File: src/hw/rtl/rational_radial_distortion_unit_defines.svh
// Assertion macros shared by the rational radial distortion RTL.
`ifndef RATIONAL_RADIAL_DISTORTION_UNIT_DEFINES_SVH
`define RATIONAL_RADIAL_DISTORTION_UNIT_DEFINES_SVH

// Same-cycle implication, sampled on clk_i, off while rst_ni is low
`define RRD_ASSERT_IMP(lbl, ante, cons, msg) \
  lbl: assert property (@(posedge clk_i) disable iff (!rst_ni) (ante) |-> (cons)) \
    else $error(msg);

// Next-cycle implication, sampled on clk_i, off while rst_ni is low
`define RRD_ASSERT_NEXT(lbl, ante, cons, msg) \
  lbl: assert property (@(posedge clk_i) disable iff (!rst_ni) (ante) |=> (cons)) \
    else $error(msg);

`endif

File: src/hw/rtl/rrd_pkg.sv
// Package: widths, register codes, shared types and clamp function.
package rrd_pkg;

  localparam int unsigned COEFF_W    = 32;
  localparam int unsigned RADIUS_W   = 16;
  localparam int unsigned FACTOR_W   = 32;
  localparam int unsigned CFG_IDX_W  = 3;
  localparam int unsigned FRAC_BITS  = 24;
  localparam int unsigned INT_BITS   = 8;
  localparam int unsigned R2_W       = 2 * RADIUS_W;
  localparam int unsigned P2_W       = R2_W - 4;
  localparam int unsigned P4_W       = 32;
  localparam int unsigned P6_W       = 36;
  localparam int unsigned HI_W       = P6_W - FRAC_BITS;
  localparam int unsigned HI_PROD_W  = COEFF_W + HI_W + 1;
  localparam int unsigned LO_PROD_W  = COEFF_W + FRAC_BITS + 1;
  localparam int unsigned SUM_W      = 48;
  localparam int unsigned MAG_W      = 47;
  localparam int unsigned QUO_W      = INT_BITS + FRAC_BITS;
  localparam int unsigned CMP_W      = MAG_W + INT_BITS;
  localparam int unsigned NUM_TERMS  = 6;

  localparam logic signed [SUM_W-1:0] Q_ONE = SUM_W'(1) <<< FRAC_BITS;
  localparam logic [FACTOR_W-1:0] FACTOR_MAX = {1'b0, {(FACTOR_W-1){1'b1}}};
  localparam logic [FACTOR_W-1:0] FACTOR_MIN = {1'b1, {(FACTOR_W-1){1'b0}}};
  localparam logic [MAG_W-1:0] NEG_LIMIT = MAG_W'(1) << (FACTOR_W - 1);
  localparam logic [MAG_W-1:0] POS_LIMIT = NEG_LIMIT - MAG_W'(1);

  // Configuration register indexes
  typedef enum logic [CFG_IDX_W-1:0] {
    REG_NUM_R2 = 3'd0,
    REG_NUM_R4 = 3'd1,
    REG_NUM_R6 = 3'd2,
    REG_DEN_R2 = 3'd3,
    REG_DEN_R4 = 3'd4,
    REG_DEN_R6 = 3'd5
  } cfg_reg_e;

  typedef struct packed {
    logic signed [COEFF_W-1:0] num_r2;
    logic signed [COEFF_W-1:0] num_r4;
    logic signed [COEFF_W-1:0] num_r6;
    logic signed [COEFF_W-1:0] den_r2;
    logic signed [COEFF_W-1:0] den_r4;
    logic signed [COEFF_W-1:0] den_r6;
  } coeff_t;

  // Handoff from the polynomial front end to the divider
  typedef struct packed {
    logic                neg;
    logic [MAG_W-1:0]    n;
    logic [MAG_W-1:0]    d;
    logic                dz;
    logic [FACTOR_W-1:0] dz_factor;
    logic                dz_sat;
  } div_in_t;

  typedef struct packed {
    logic [FACTOR_W-1:0] factor;
    logic                denominator_zero;
    logic                saturated;
  } result_t;

  typedef struct packed {
    logic                sat;
    logic [FACTOR_W-1:0] value;
  } clamp_t;

  // Apply sign to a magnitude and clamp to Q8.24
  function automatic clamp_t clamp_mag(input logic neg, input logic [MAG_W-1:0] mag);
    clamp_t c;
    c.sat   = 1'b0;
    c.value = FACTOR_W'(mag);
    if (!neg) begin
      if (mag > POS_LIMIT) begin
        c.sat   = 1'b1;
        c.value = FACTOR_MAX;
      end
    end else begin
      if (mag > NEG_LIMIT) begin
        c.sat   = 1'b1;
        c.value = FACTOR_MIN;
      end else begin
        c.value = -mag[FACTOR_W-1:0];
      end
    end
    return c;
  endfunction

endpackage

File: src/hw/rtl/rrd_cfg_regs.sv
// Coefficient register file written through the plain config port.
module rrd_cfg_regs (
  input  logic                            clk_i,
  input  logic                            rst_ni,
  input  logic                            cfg_we_i,
  input  logic [rrd_pkg::CFG_IDX_W-1:0]   cfg_idx_i,
  input  logic [rrd_pkg::COEFF_W-1:0]     cfg_wdata_i,
  output rrd_pkg::coeff_t                 coeff_o
);

  rrd_pkg::coeff_t coeff_d, coeff_q;

  // Decode write; unknown indexes are dropped
  always_comb begin
    coeff_d = coeff_q;
    if (cfg_we_i) begin
      unique case (cfg_idx_i)
        rrd_pkg::REG_NUM_R2: coeff_d.num_r2 = cfg_wdata_i;
        rrd_pkg::REG_NUM_R4: coeff_d.num_r4 = cfg_wdata_i;
        rrd_pkg::REG_NUM_R6: coeff_d.num_r6 = cfg_wdata_i;
        rrd_pkg::REG_DEN_R2: coeff_d.den_r2 = cfg_wdata_i;
        rrd_pkg::REG_DEN_R4: coeff_d.den_r4 = cfg_wdata_i;
        rrd_pkg::REG_DEN_R6: coeff_d.den_r6 = cfg_wdata_i;
        default: ;
      endcase
    end
  end

  always_ff @(posedge clk_i or negedge rst_ni) begin
    if (!rst_ni) begin
      coeff_q <= '0;
    end else begin
      coeff_q <= coeff_d;
    end
  end

  assign coeff_o = coeff_q;

endmodule

File: config.mk
export PLATFORM = sky130hd
export DESIGN_NAME = rrd_cfg_regs
export DESIGN_NICKNAME = d
export VERILOG_FILES = /design/src/hw/rtl/rational_radial_distortion_unit_defines.svh /design/src/hw/rtl/rrd_pkg.sv /design/src/hw/rtl/rrd_cfg_regs.sv
export SDC_FILE = /design/constraint.sdc
export NUM_CORES = 1
export LEC_CHECK = 0
export BUFFER_PORTS_ARGS = -buffer_cell sky130_fd_sc_hd__buf_4
export CORE_UTILIZATION = 40
export CTS_CLUSTER_SIZE = 28
export DETAILED_ROUTE_END_ITERATION = 16
export PLACE_DENSITY_LB_ADDON = 0.08
export SETUP_SLACK_MARGIN = 0.02
export SLEW_MARGIN = 20
export SYNTH_ARGS = -nofsm -noshare
export SYNTH_HDL_FRONTEND = slang
export SYNTH_SLANG_ARGS = --single-unit
export TNS_END_PERCENT = 30
File: constraint.sdc
create_clock -name clk_i -period 2.3 [get_ports clk_i]
set_clock_uncertainty 0.1 [all_clocks]
set_input_delay 0.46 -clock clk_i [delete_from_list [all_inputs] [get_ports clk_i]]
set_output_delay 0.46 -clock clk_i [all_outputs]
set_load 0.1 [all_outputs]
### Word-level counts from Yosys, hierarchy flattened

Cells that the tools add are included.

* equal/unequal tests: 5
* reduce and logical (&&, ||, !) cells: 7

Operators with widths (number)
* $reduce_and 2->1: 6
* $eq 3x2->1 const B: 2
* $eq 3x3->1 const B: 2
* $eq 3x1->1 const B: 1
* $logic_not 3->1: 1

* output and inout port bits: 192
* register bits: 192
* bits of input ports: 38

### Longest topological paths before layout

* depth after elaboration: 2
* mapped depth: 5
* mapped depth without buffers: 2

### Worst setup path after synthesis

No wires, ideal clock.

* kind: input to register
* from: in cfg_idx_i[0] (netlist bit)
* to: reg coeff_q (netlist bit coeff_o[160])
* required time: 2074 ps
* slack: 588 ps
* stages: 4
* arrival time: 1486 ps
* setup time: 126 ps
* cells stage by stage: buf_6 > nor4b_4 > buf_6 > mux2_4

* longest elaborated chain between the ends: 2

Ends and longest elaborated chain
* start: declaration: line rrd_cfg_regs.sv:6 `input logic [rrd_pkg::CFG_IDX_W-1:0] cfg_idx_i,`
* $logic_not 3->1: line rrd_cfg_regs.sv:17 `unique case (cfg_idx_i)`
* $reduce_and 2->1 (no source line)
* end signal: assignment: line rrd_cfg_regs.sv:33 `coeff_q <= coeff_d;`
* end: declaration: line rrd_cfg_regs.sv:11 `rrd_pkg::coeff_t coeff_d, coeff_q;`

No other way between the ends.
A chain may end at the register's enable or synchronous reset.

### Worst setup path in the final report

* from: reg coeff_q (netlist bit coeff_o[165])
* to: out coeff_o[165] (netlist bit)

RTL lines
* end: declaration: line rrd_cfg_regs.sv:8 `output rrd_pkg::coeff_t coeff_o`

No word-level cell between the ends.

==> flow_summary.ini <==
[run_status]
status = completed

[critical_path]
critical_path_arrival_ns = 1.11
crit_chain = buf_4
critical-path-max-stage-delay_ns = 0.38
critical_path.reg2reg.endpoint = coeff_o[165]
worstPathMaxFanout = 2
cell_with_the_largest_stage_delay_on_the_worst_path = dfrtp_1
critical_path.startpoint_type = flop
cp.required_ns = 1.74
setup.reg_to_reg.worst_slack_ns = 1.40
reg2reg_from = coeff_o[165]
critPathBufInv = 1
path_delay_family = flip-flops
rr_worst_depth = 1
crit_path_end_kind = output pin
timing_worst_setup_path_type = reg -> out

[place]
placement.setup.worst_slack_ns = 0.425
area_post_placement_sq_um = 9360
finalWeightedCongestion = 0.754
place_hpwl_microns = 11400
place.port_buffers = 229

[detailed_routing]
totalWireLength_microns = 17100
dr_total_vias = 4349
average_via_count_per_standard_cell = 4.88
drt_iter0_drc = 111
route.detailed.drc = 0
drt_pass1_iterations = 4
avgRoutedWirePerCell_microns = 19.2
drt.antenna.violating_nets = 0

[cts]
cts_root_buf = clkbuf_16
cts.clk_slew.worst_paths_ns = 0.07
number_of_clock_sinks = 192
cts_inserted_buffers = 17
cts_resized = 0
worstSkewPairLatency_ns = 0.42
cts_tree = built
cts_buffer_depth = 2
cts-hold-fix-buffers = 1
cts_setup_buffers = 0
cts_max_level = 4

[logic_synthesis]
synth_xor_area_frac = 0
seq_area_frac_synth = 0.652
postSynthRegisterBits = 192
synth_cell_types = 10
synth.cell_area_sq_um = 7360
post_synthesis_cell_count = 412
synth_top_family_by_area = multiplexers
adder_and_majority_cell_fraction_of_the_synthesized_area = 0
synth-warning-count = 0
synth_top_cells_by_area = dfrtp_1, mux2_2, mux2_1
share_of_the_synthesized_area_in_the_top_cell_type = 0.652
yosysTopAreaCell = dfrtp_1
post_synth_simple_gate_area = 0.00968
share_of_the_synthesized_area_in_compound_gates_ao_oa_aoi_oai = 0
nets_in_the_synthesized_netlist = 450
synthMuxAreaShare = 0.309
synth_area_per_cell_sq_um = 17.9

[floorplan]
die-width_microns = 138
ioPinCount = 230
die_height_microns = 138
initial_utilization = 0.409
die_area_sq_um = 19000
row_count = 49
floorplan.core_area_sq_um = 18000

[sta]
timing.max_slew.rel_slack = 0.643
rsz0062_at_grt = no
finalWorstSetupSlack_ns = 0.629
layout_worst_path_cycle_share = 0.726
finalWorstPathRequiredPeriod_ns = 1.67
tightestPinTransition_ns = 0.535
fin_tns_setup_ns = 0
fmax_ghz = 0.599
timing_max_transition_violations_final = 0
report.final.hold_viol_count = 0
final-setup-viol-count = 0

[layout]
num_antenna_cells = 0
drive_above_1_share = 0.612
largest_register_ffs = 192
syn_to_final_growth_pct = 35.4
stdcell_area_sq_um = 9970
final.fill_count = 1476
finish.net_count = 687
utilization = 0.553

[run]
max_cap_violations = 0

[hold_path]
worst_hold_startpoint = cfg_wdata_i[20]
hold_path.class = in -> reg
min_delay_worst_endpoint = coeff_o[116]
hold-path-cell-count = 2

[grt]
antenna_violations_before_repair = 0
track_usage = 0.188
grt_pass1_wl_microns = 26200
grt_start_max_net_pins = 68
globalRouteOverflowTotal = 0
number_of_global_route_vias_before_repair = 4505
==> routing by layer <==
metal	routed length [microns]	track usage	part of all wire
met3	1350	0.0681	0.079
met2	7960	0.286	0.46
met4	186	0.0562	0.011
met1	7660	0.252	0.45
met5	0	0	0
==> stage by stage <==
step	cells	hold slack (ns)
3_5_place_dp	858	0.318
6_report	891	0.185
3_3_place_gp	858	0.318
4_1_cts	891	0.171
5_1_grt	891	0.176
2_1_floorplan	412	0.0644
==> Yosys cell counts <==
library cell / instances
nor4b_4: 1
dfrtp_1: 192
buf_2: 9
nor4bb_1: 3
mux2_4: 30
nand4b_1: 2
mux2_2: 102
buf_6: 7
mux2_1: 60
buf_8: 6
==> area by class of cell <==
type	count	area [sq um]	area share
clock buffers	20	447	0.0448
clock inverters	12	158	0.0158
multi-input cells	198	2390	0.240
flip-flops and latches	192	4800	0.482
well taps	229	287	0.0287
repair buffers	240	1890	0.189
==> layout by cell type (no fill, tap or decap), types with 3 or more instances in the layout <==
cell          n
clkinvlp_4    3
mux2_2      102
nor4bb_4      3
clkbuf_16    17
buf_12        6
bufinv_16     3
mux2_1       60
buf_4       232
mux2_4       30
dfrtp_1     192
==> worst max path at each step <==
stage	slack [ns]	to	startpoint	depth (start not counted)
5_1_grt	0.57	coeff_o[175]	coeff_o[175]	1
6_report	0.63	coeff_o[165]	coeff_o[165]	1
2_1_floorplan	0.59	coeff_o[160]	cfg_idx_i[0]	4
4_1_cts	0.60	coeff_o[165]	coeff_o[165]	1
3_5_place_dp	0.42	coeff_o[180]	cfg_idx_i[1]	4
3_3_place_gp	0.45	coeff_o[124]	cfg_idx_i[0]	4
==> kinds of logic after synthesis <==
logic type    count (synthesis)
buf+inv                      22
mux                         192
flops                       192
simple gates                  6
Power is not shown: default switching activity piles up to over one toggle a cycle in this logic, so the estimate is an artifact.
