## src/hw/rtl/rational_radial_distortion_unit_defines.svh

```systemverilog
// Assertion macros shared by the rational radial distortion RTL.
`ifndef RATIONAL_RADIAL_DISTORTION_UNIT_DEFINES_SVH
`define RATIONAL_RADIAL_DISTORTION_UNIT_DEFINES_SVH

// Same-cycle implication, sampled on clk_i, off while rst_ni is low
`define RRD_ASSERT_IMP(lbl, ante, cons, msg) \
  lbl: assert property (@(posedge clk_i) disable iff (!rst_ni) (ante) |-> (cons)) \
    else $error(msg);

// Next-cycle implication, sampled on clk_i, off while rst_ni is low
`define RRD_ASSERT_NEXT(lbl, ante, cons, msg) \
  lbl: assert property (@(posedge clk_i) disable iff (!rst_ni) (ante) |=> (cons)) \
    else $error(msg);

`endif

```

## src/hw/rtl/rrd_pkg.sv

```systemverilog
// Package: widths, register codes, shared types and clamp function.
package rrd_pkg;

  localparam int unsigned COEFF_W    = 32;
  localparam int unsigned RADIUS_W   = 16;
  localparam int unsigned FACTOR_W   = 32;
  localparam int unsigned CFG_IDX_W  = 3;
  localparam int unsigned FRAC_BITS  = 24;
  localparam int unsigned INT_BITS   = 8;
  localparam int unsigned R2_W       = 2 * RADIUS_W;
  localparam int unsigned P2_W       = R2_W - 4;
  localparam int unsigned P4_W       = 32;
  localparam int unsigned P6_W       = 36;
  localparam int unsigned HI_W       = P6_W - FRAC_BITS;
  localparam int unsigned HI_PROD_W  = COEFF_W + HI_W + 1;
  localparam int unsigned LO_PROD_W  = COEFF_W + FRAC_BITS + 1;
  localparam int unsigned SUM_W      = 48;
  localparam int unsigned MAG_W      = 47;
  localparam int unsigned QUO_W      = INT_BITS + FRAC_BITS;
  localparam int unsigned CMP_W      = MAG_W + INT_BITS;
  localparam int unsigned NUM_TERMS  = 6;

  localparam logic signed [SUM_W-1:0] Q_ONE = SUM_W'(1) <<< FRAC_BITS;
  localparam logic [FACTOR_W-1:0] FACTOR_MAX = {1'b0, {(FACTOR_W-1){1'b1}}};
  localparam logic [FACTOR_W-1:0] FACTOR_MIN = {1'b1, {(FACTOR_W-1){1'b0}}};
  localparam logic [MAG_W-1:0] NEG_LIMIT = MAG_W'(1) << (FACTOR_W - 1);
  localparam logic [MAG_W-1:0] POS_LIMIT = NEG_LIMIT - MAG_W'(1);

  // Configuration register indexes
  typedef enum logic [CFG_IDX_W-1:0] {
    REG_NUM_R2 = 3'd0,
    REG_NUM_R4 = 3'd1,
    REG_NUM_R6 = 3'd2,
    REG_DEN_R2 = 3'd3,
    REG_DEN_R4 = 3'd4,
    REG_DEN_R6 = 3'd5
  } cfg_reg_e;

  typedef struct packed {
    logic signed [COEFF_W-1:0] num_r2;
    logic signed [COEFF_W-1:0] num_r4;
    logic signed [COEFF_W-1:0] num_r6;
    logic signed [COEFF_W-1:0] den_r2;
    logic signed [COEFF_W-1:0] den_r4;
    logic signed [COEFF_W-1:0] den_r6;
  } coeff_t;

  // Handoff from the polynomial front end to the divider
  typedef struct packed {
    logic                neg;
    logic [MAG_W-1:0]    n;
    logic [MAG_W-1:0]    d;
    logic                dz;
    logic [FACTOR_W-1:0] dz_factor;
    logic                dz_sat;
  } div_in_t;

  typedef struct packed {
    logic [FACTOR_W-1:0] factor;
    logic                denominator_zero;
    logic                saturated;
  } result_t;

  typedef struct packed {
    logic                sat;
    logic [FACTOR_W-1:0] value;
  } clamp_t;

  // Apply sign to a magnitude and clamp to Q8.24
  function automatic clamp_t clamp_mag(input logic neg, input logic [MAG_W-1:0] mag);
    clamp_t c;
    c.sat   = 1'b0;
    c.value = FACTOR_W'(mag);
    if (!neg) begin
      if (mag > POS_LIMIT) begin
        c.sat   = 1'b1;
        c.value = FACTOR_MAX;
      end
    end else begin
      if (mag > NEG_LIMIT) begin
        c.sat   = 1'b1;
        c.value = FACTOR_MIN;
      end else begin
        c.value = -mag[FACTOR_W-1:0];
      end
    end
    return c;
  endfunction

endpackage

```

## src/hw/rtl/rrd_out_if.sv

```systemverilog
// Output channel: factor and status flags per handshake.
interface rrd_out_if;
  logic                                valid;
  logic                                ready;
  logic signed [rrd_pkg::FACTOR_W-1:0] factor;
  logic                                denominator_zero;
  logic                                saturated;

  modport source (output valid, output factor, output denominator_zero, output saturated,
                  input ready);
  modport sink   (input valid, input factor, input denominator_zero, input saturated,
                  output ready);
endinterface

```

## src/hw/rtl/rrd_outbuf.sv

```systemverilog
// Output register with one skid entry; sets the pipeline advance.
`include "rational_radial_distortion_unit_defines.svh"

module rrd_outbuf (
  input  logic              clk_i,
  input  logic              rst_ni,
  input  logic              valid_i,
  input  rrd_pkg::result_t  data_i,
  output logic              adv_o,
  rrd_out_if.source         out_if
);

  logic              out_valid_d, out_valid_q;
  logic              skid_full_d, skid_full_q;
  rrd_pkg::result_t  out_data_d, out_data_q;
  rrd_pkg::result_t  skid_data_d, skid_data_q;
  logic              out_fire;

  // pipeline moves while the skid entry is free
  assign adv_o    = !skid_full_q;
  assign out_fire = out_valid_q && out_if.ready;

  always_comb begin
    out_valid_d = out_valid_q;
    skid_full_d = skid_full_q;
    out_data_d  = out_data_q;
    skid_data_d = skid_data_q;
    if (skid_full_q) begin
      if (out_fire) begin
        out_data_d  = skid_data_q;
        skid_full_d = 1'b0;
      end
    end else if (!out_valid_q || out_fire) begin
      out_valid_d = valid_i;
      out_data_d  = data_i;
    end else if (valid_i) begin
      skid_full_d = 1'b1;
      skid_data_d = data_i;
    end
  end

  always_ff @(posedge clk_i or negedge rst_ni) begin
    if (!rst_ni) begin
      out_valid_q <= 1'b0;
      skid_full_q <= 1'b0;
    end else begin
      out_valid_q <= out_valid_d;
      skid_full_q <= skid_full_d;
    end
  end

  always_ff @(posedge clk_i) begin
    out_data_q  <= out_data_d;
    skid_data_q <= skid_data_d;
  end

  assign out_if.valid            = out_valid_q;
  assign out_if.factor           = out_data_q.factor;
  assign out_if.denominator_zero = out_data_q.denominator_zero;
  assign out_if.saturated        = out_data_q.saturated;

  // skid only holds an item behind a pending output
  `RRD_ASSERT_IMP(a_skid_behind_out, skid_full_q, out_valid_q, "skid full without output item")
  // an item arriving at a blocked output lands in the skid
  `RRD_ASSERT_NEXT(a_no_drop, valid_i && !skid_full_q && out_valid_q && !out_if.ready,
                   skid_full_q, "item from pipeline dropped at blocked output")
  // a taken output drains the skid into the output register
  `RRD_ASSERT_NEXT(a_skid_drain, skid_full_q && out_if.ready, !skid_full_q && out_valid_q,
                   "skid entry not moved to output")

endmodule

```

## src/flat_wrapper.sv

```systemverilog
// flat-port wrapper written by rule: the top's interface ports become plain ports
module rrd_outbuf_flat 
  (clk_i, rst_ni, valid_i, data_i, adv_o, out_if_valid, out_if_factor, out_if_denominator_zero, out_if_saturated, out_if_ready);
  rrd_out_if out_if_i ();
  input  logic clk_i;
  input  logic rst_ni;
  input  logic valid_i;
  input  rrd_pkg::result_t data_i;
  output logic adv_o;
  output wire logic [$bits(out_if_i.valid)-1:0] out_if_valid;
  output wire logic [$bits(out_if_i.factor)-1:0] out_if_factor;
  output wire logic [$bits(out_if_i.denominator_zero)-1:0] out_if_denominator_zero;
  output wire logic [$bits(out_if_i.saturated)-1:0] out_if_saturated;
  input wire logic [$bits(out_if_i.ready)-1:0] out_if_ready;
  assign out_if_valid = out_if_i.valid;
  assign out_if_factor = out_if_i.factor;
  assign out_if_denominator_zero = out_if_i.denominator_zero;
  assign out_if_saturated = out_if_i.saturated;
  assign out_if_i.ready = out_if_ready;
  rrd_outbuf u_core (.clk_i(clk_i), .rst_ni(rst_ni), .valid_i(valid_i), .data_i(data_i), .adv_o(adv_o), .out_if(out_if_i));
endmodule
```

## config.mk

```make
export PLATFORM = sky130hd
export DESIGN_NAME = rrd_outbuf_flat
export DESIGN_NICKNAME = d
export VERILOG_FILES = /design/src/hw/rtl/rrd_pkg.sv /design/src/hw/rtl/rrd_out_if.sv /design/src/hw/rtl/rrd_outbuf.sv /design/src/flat_wrapper.sv
export VERILOG_INCLUDE_DIRS = /design/src /design/src/hw/rtl
export SDC_FILE = /design/constraint.sdc
export NUM_CORES = 1
export LEC_CHECK = 0
export ABC_AREA = 0
export BUFFER_PORTS_ARGS = -buffer_cell sky130_fd_sc_hd__buf_4
export CORE_ASPECT_RATIO = 1.4
export CORE_MARGIN = 2
export CORE_UTILIZATION = 45
export DETAILED_ROUTE_END_ITERATION = 8
export PLACE_DENSITY = 0.84
export SLEW_MARGIN = 15
export SYNTH_ARGS = -nofsm -noshare
export SYNTH_HDL_FRONTEND = slang
export SYNTH_SLANG_ARGS = --single-unit
```

## constraint.sdc

```tcl
create_clock -name clk_i -period 3.4 [get_ports clk_i]
set_input_delay 0.17 -clock clk_i [delete_from_list [all_inputs] [get_ports clk_i]]
set_output_delay 0.17 -clock clk_i [all_outputs]
set_load 0.005 [all_outputs]
```

After elaboration in Yosys (flattened, before gate mapping). Cells that the tools add are included.

Word-level logic and storage cells: 26. Input port bits: 38. Output and inout port bits: 36. Flip-flop bits (word level): 70.

Mux-type cells: 7. Reduce and logical (&&, ||, !) cells: 8. Eq/ne operators: 1. Bitwise logic cells: 2.

Operators with widths (number): 34-bit two-way mux (3); 1-bit two-way mux (4); 2-bit AND reduction (2); 3-bit AND reduction (1); 1-bit zero test (2); 2-bit != test (second input constant) (1); 1-bit NOT (2); 2-bit nonzero test (1); 1-bit logical AND (1); 1-bit logical OR (1).

Logic depth before layout (Yosys ltp).
Word-level depth: 4. Depth in mapped cells: 4. Mapped depth without buffers: 2.

Worst setup path before layout. OpenSTA, ideal clock, no wires.

Path type: reg2reg. Start: reg u_core.skid_full_q. End: reg u_core.out_data_q, in the netlist u_core.out_if.denominator_zero (enable). Cell stages (with the launch flop): 4. Arrival time: 3.101 ns. Path buffers: 2. Clock period less this slack: 3.574 ns. Required time: 2.928 ns. Path slack: -0.174 ns. Cell sequence: dfrtp_1 -> buf_6 -> buf_6 -> o21ai_0.

Word-level cells in the longest chain between the ends: 2.

RTL lines: from (decl) (RTL line rrd_outbuf.sv:14) `logic skid_full_d, skid_full_q;`; from (signal assigned) (RTL line rrd_outbuf.sv:48) `skid_full_q <= skid_full_d;`; 2-bit != test (no source line) or 2-bit nonzero test (tied branches); 2-bit AND reduction (no source line) *; to (signal assigned) (RTL line rrd_outbuf.sv:53) `out_data_q <= out_data_d;`; to (decl) (RTL line rrd_outbuf.sv:15) `rrd_pkg::result_t out_data_d, out_data_q;`.

Every way passes the cells marked *; elsewhere a longest branch is shown, timed or not. A chain may end at the register's enable or synchronous reset.

Worst setup path in the final report.
Start: reg u_core.skid_full_q. End: reg u_core.skid_data_q[30] (netlist bit) (enable).

Word-level cells in the longest chain between the ends: 2.

RTL lines: 1-bit NOT (no source line); 3-bit AND reduction (no source line); to (signal assigned) (RTL line rrd_outbuf.sv:54) `skid_data_q <= skid_data_d;`; to (decl) (RTL line rrd_outbuf.sv:16) `rrd_pkg::result_t skid_data_d, skid_data_q;`.

Every way passes these cells.

==> run_results.csv <==
group,metric,value,unit
pwr,p_sw_share,24.8,%
cells_and_area,areaGrowthSynthToFinish,32.0,%
global_route,antenna_found_initial,0,
pwr,p_sw,703,µW
worst_setup_path,critPathMaxFanout,39,
cts,cts_buffers,9,
cts,cts_max_path_buffers,2,
synth,syn_nets,154,
cells_and_area,layout_common_cells,"buf_4, edfxtp_1, mux2_2",
floorplanning,die-width,68.0,µm
worst_setup_path,critPathArrivalTime,2100,ps
min_path,holdPathStages,1,
cts,clkLatencyLatePin,330,ps
outcome,status,"completed",
placement,hpwl,2880,µm
floorplanning,num_io_pins,74,
pwr,p_int,2.13,mW
route,met1_length,1590,µm
placement,gp_congestion,0.778,
synth,synth_area_leaders,"edfxtp_1, mux2_2, mux2_4, dfrtp_1, buf_6",
route,antenna_left,0,
worst_setup_path,start_kind,"flop",
sta,slew_violations,0,
sta,max_slew_margin,30.3,%
route,drtIter0Drc,97,
route,wl_per_cell,15.9,µm
global_route,grt_pass1_wl,6420,µm
sta,max_slew.worst_pin.slew,1040,ps
pwr,irDropWorstVdd,0.000882,V
placement,post_dp_cell_area,3190,µm²
min_path,hold_start,"data_i[15]",
cts,cts_num_sinks,70,
pwr,power_density,832,nW/µm²
sta,final-setup-viol-count,0,
sta,rsz0062_at_grt,"no",
min_path,worstHoldPathType,"in2reg",
worst_setup_path,path_cells,"and4bb_2",
cells_and_area,multi_input_area,463,µm²
route,drc,0,
worst_setup_path,slowest_delay,1020,ps
synth,synth_seq_area_share,81.1,%
synth,mappedNetlistArea,2580,µm²
synth,synthCells,116,
placement,io_buffers,73,
worst_setup_path,critPathKind,"reg2reg",
worst_setup_path,reg2reg_to,"u_core.skid_data_q[30]",
worst_setup_path,crit_buf_inv,0,
cells_and_area,drive_above_1_share,62.2,%
pwr,p_seq_share,51.4,%
worst_setup_path,rrSetupSlack,1260,ps
cts,clk_transition_reported_paths,70,ps
sta,period_minus_slack,2140,ps
worst_setup_path,worstSetupEndpointType,"flop",
cells_and_area,fin_nets,235,
route,routed-via-count,1303,
sta,max_freq,467,MHz
synth,synth_cell_types,13,
cts,post_cts_buffers,0,
worst_setup_path,crit_path_top_delay_cell,"and4bb_2",
worst_setup_path,required,3360,ps
cells_and_area,regArea,2090,µm²
worst_setup_path,worstRegToRegCells,1,
cts,cts_htree_levels,3,
worst_setup_path,cp.depth,1,
route,wl_met2,2370,µm
global_route,grt_pass1_vias,1336,
route,first_pass_iters,4,
min_path,worstHoldEndpoint,"u_core.skid_data_q[15]",
route,vias_per_cell,4.84,
cts,root_buffer,"clkbuf_8",
sta,fin_setup_tns,0,ps
sta,hold_violations,0,
pwr,combPwrFrac,24.5,%
global_route,grtUsageTotal,14.5,%
worst_setup_path,reg2reg_from,"u_core.skid_full_q",
floorplanning,coreArea,5530,µm²
route,met3_length,239,µm
pwr,power.leakage,1.30,nW
worst_setup_path,path_delay_family,"simple AND/OR/NAND/NOR gates",
floorplanning,die_height,93.6,µm
cells_and_area,final_common_cell,"buf_4",
synth,synth_top_area_share,79.1,%
floorplanning,dieArea,6360,µm²
job,maxCapViolCount,0,
cells_and_area,final_area,3410,µm²
global_route,grt_overflow,0,
route,top_layer,"met4",
sta,fin_skew,7.37,ps
synth,ys_warn_count,0,
pwr,pwr-share-clk,24.1,%
floorplanning,rows,32,
global_route,grt_max_degree,40,
cells_and_area,fillers,396,
synth,yosys_register_bits,70,
cells_and_area,n_antenna_cell,0,
floorplanning,start_util,46.7,%
cts,cts_tree,"yes",
synth,post_synth.cell_area_avg,22.2,µm²
route,routed_wl,4280,µm
sta,fin_crit_sh,63.0,%
synth,yosys.area.top_type,"edfxtp_1",
-- power by group through the flow --
stage                     clock network (mW)  registers, mW  logic, mW
after CTS                              0.699           1.46      0.710
final                                  0.682           1.46      0.694
after detailed placement                   0           1.48      0.703
after global placement                     0           1.47      0.688
after global routing                   0.734           1.49      0.747
after floorplan                            0           1.40      0.382
-- layout make-up --
class	instances	area share, %
clock buffers	10	3.75
well taps	68	2.50
repair buffers	74	16.4
multi-input cells	41	13.6
inverters	1	0.110
clock inverters	5	2.20
flip-flops and latches	70	61.5
-- per-stage QoR --
stage          total power, mW  utilization (%)  cells  hold WS (ps)  setup WS (ps)
6_report                  2.83             61.6    269          19.0           1260
5_1_grt                   2.97             61.6    269          7.78           1120
4_1_cts                   2.87             61.6    269          7.50           1220
3_5_place_dp              2.18             57.8    253         -45.5           1220
3_3_place_gp              2.16             57.8    253         -46.4           1280
2_1_floorplan             1.79                -    116          -126            749
-- flip-flops by register name, indices dropped and copies added, names as in the netlist --
register	flops
u_core.skid_data_q	34
u_core.out_if.factor	32
u_core.out_if.denominator_zero	1
u_core.out_if.saturated	1
u_core.out_if.valid	1
u_core.skid_full_q	1
-- synthesized netlist by cell type --
| cell | count |
|---|---|
| a21oi_1 | 2 |
| a22o_1 | 1 |
| and4bb_2 | 1 |
| buf_2 | 2 |
| buf_6 | 2 |
| dfrtp_1 | 2 |
| edfxtp_1 | 68 |
| inv_2 | 1 |
| mux2_2 | 28 |
| mux2_4 | 6 |
| nand2_1 | 1 |
| nand2b_1 | 1 |
| o21ai_0 | 1 |
-- what timing repair did --
item,in CTS,in global routing
hold endpoints to repair,2,0
hold buffers,1,0
gates resized for setup,0,0
-- metal layers --
| layer | global-route usage (%) | vias up |
|---|---|---|
| met3 | 3.73 | 9 |
| met5 | 0 | - |
| met1 | 16.2 | 628 |
| li1 | - | 619 |
| met2 | 24.4 | 47 |
| met4 | 8.00 | 0 |
-- cells by family (layout without fill, tap and decap cells) --
group	Yosys count	in the layout	share of synthesized area (%)
mux	34	34	15.7
compound gates	4	4	0.921
flops	70	70	81.1
simple gates	3	3	0.873
buf+inv	5	90	1.41
-- worst max-delay path by stage --
| stage | from | to | slack [ps] |
|---|---|---|---|
| floorplan | u_core.skid_full_q | u_core.out_if.denominator_zero | 750 |
| global placement | u_core.skid_full_q | u_core.skid_data_q[13] | 1280 |
| detailed placement | u_core.skid_full_q | u_core.skid_data_q[19] | 1220 |
| CTS | u_core.skid_full_q | u_core.skid_data_q[5] | 1220 |
| global route | u_core.skid_full_q | u_core.skid_data_q[3] | 1120 |
| finish | u_core.skid_full_q | u_core.skid_data_q[30] | 1260 |
Power figures use the tool's default switching activity.
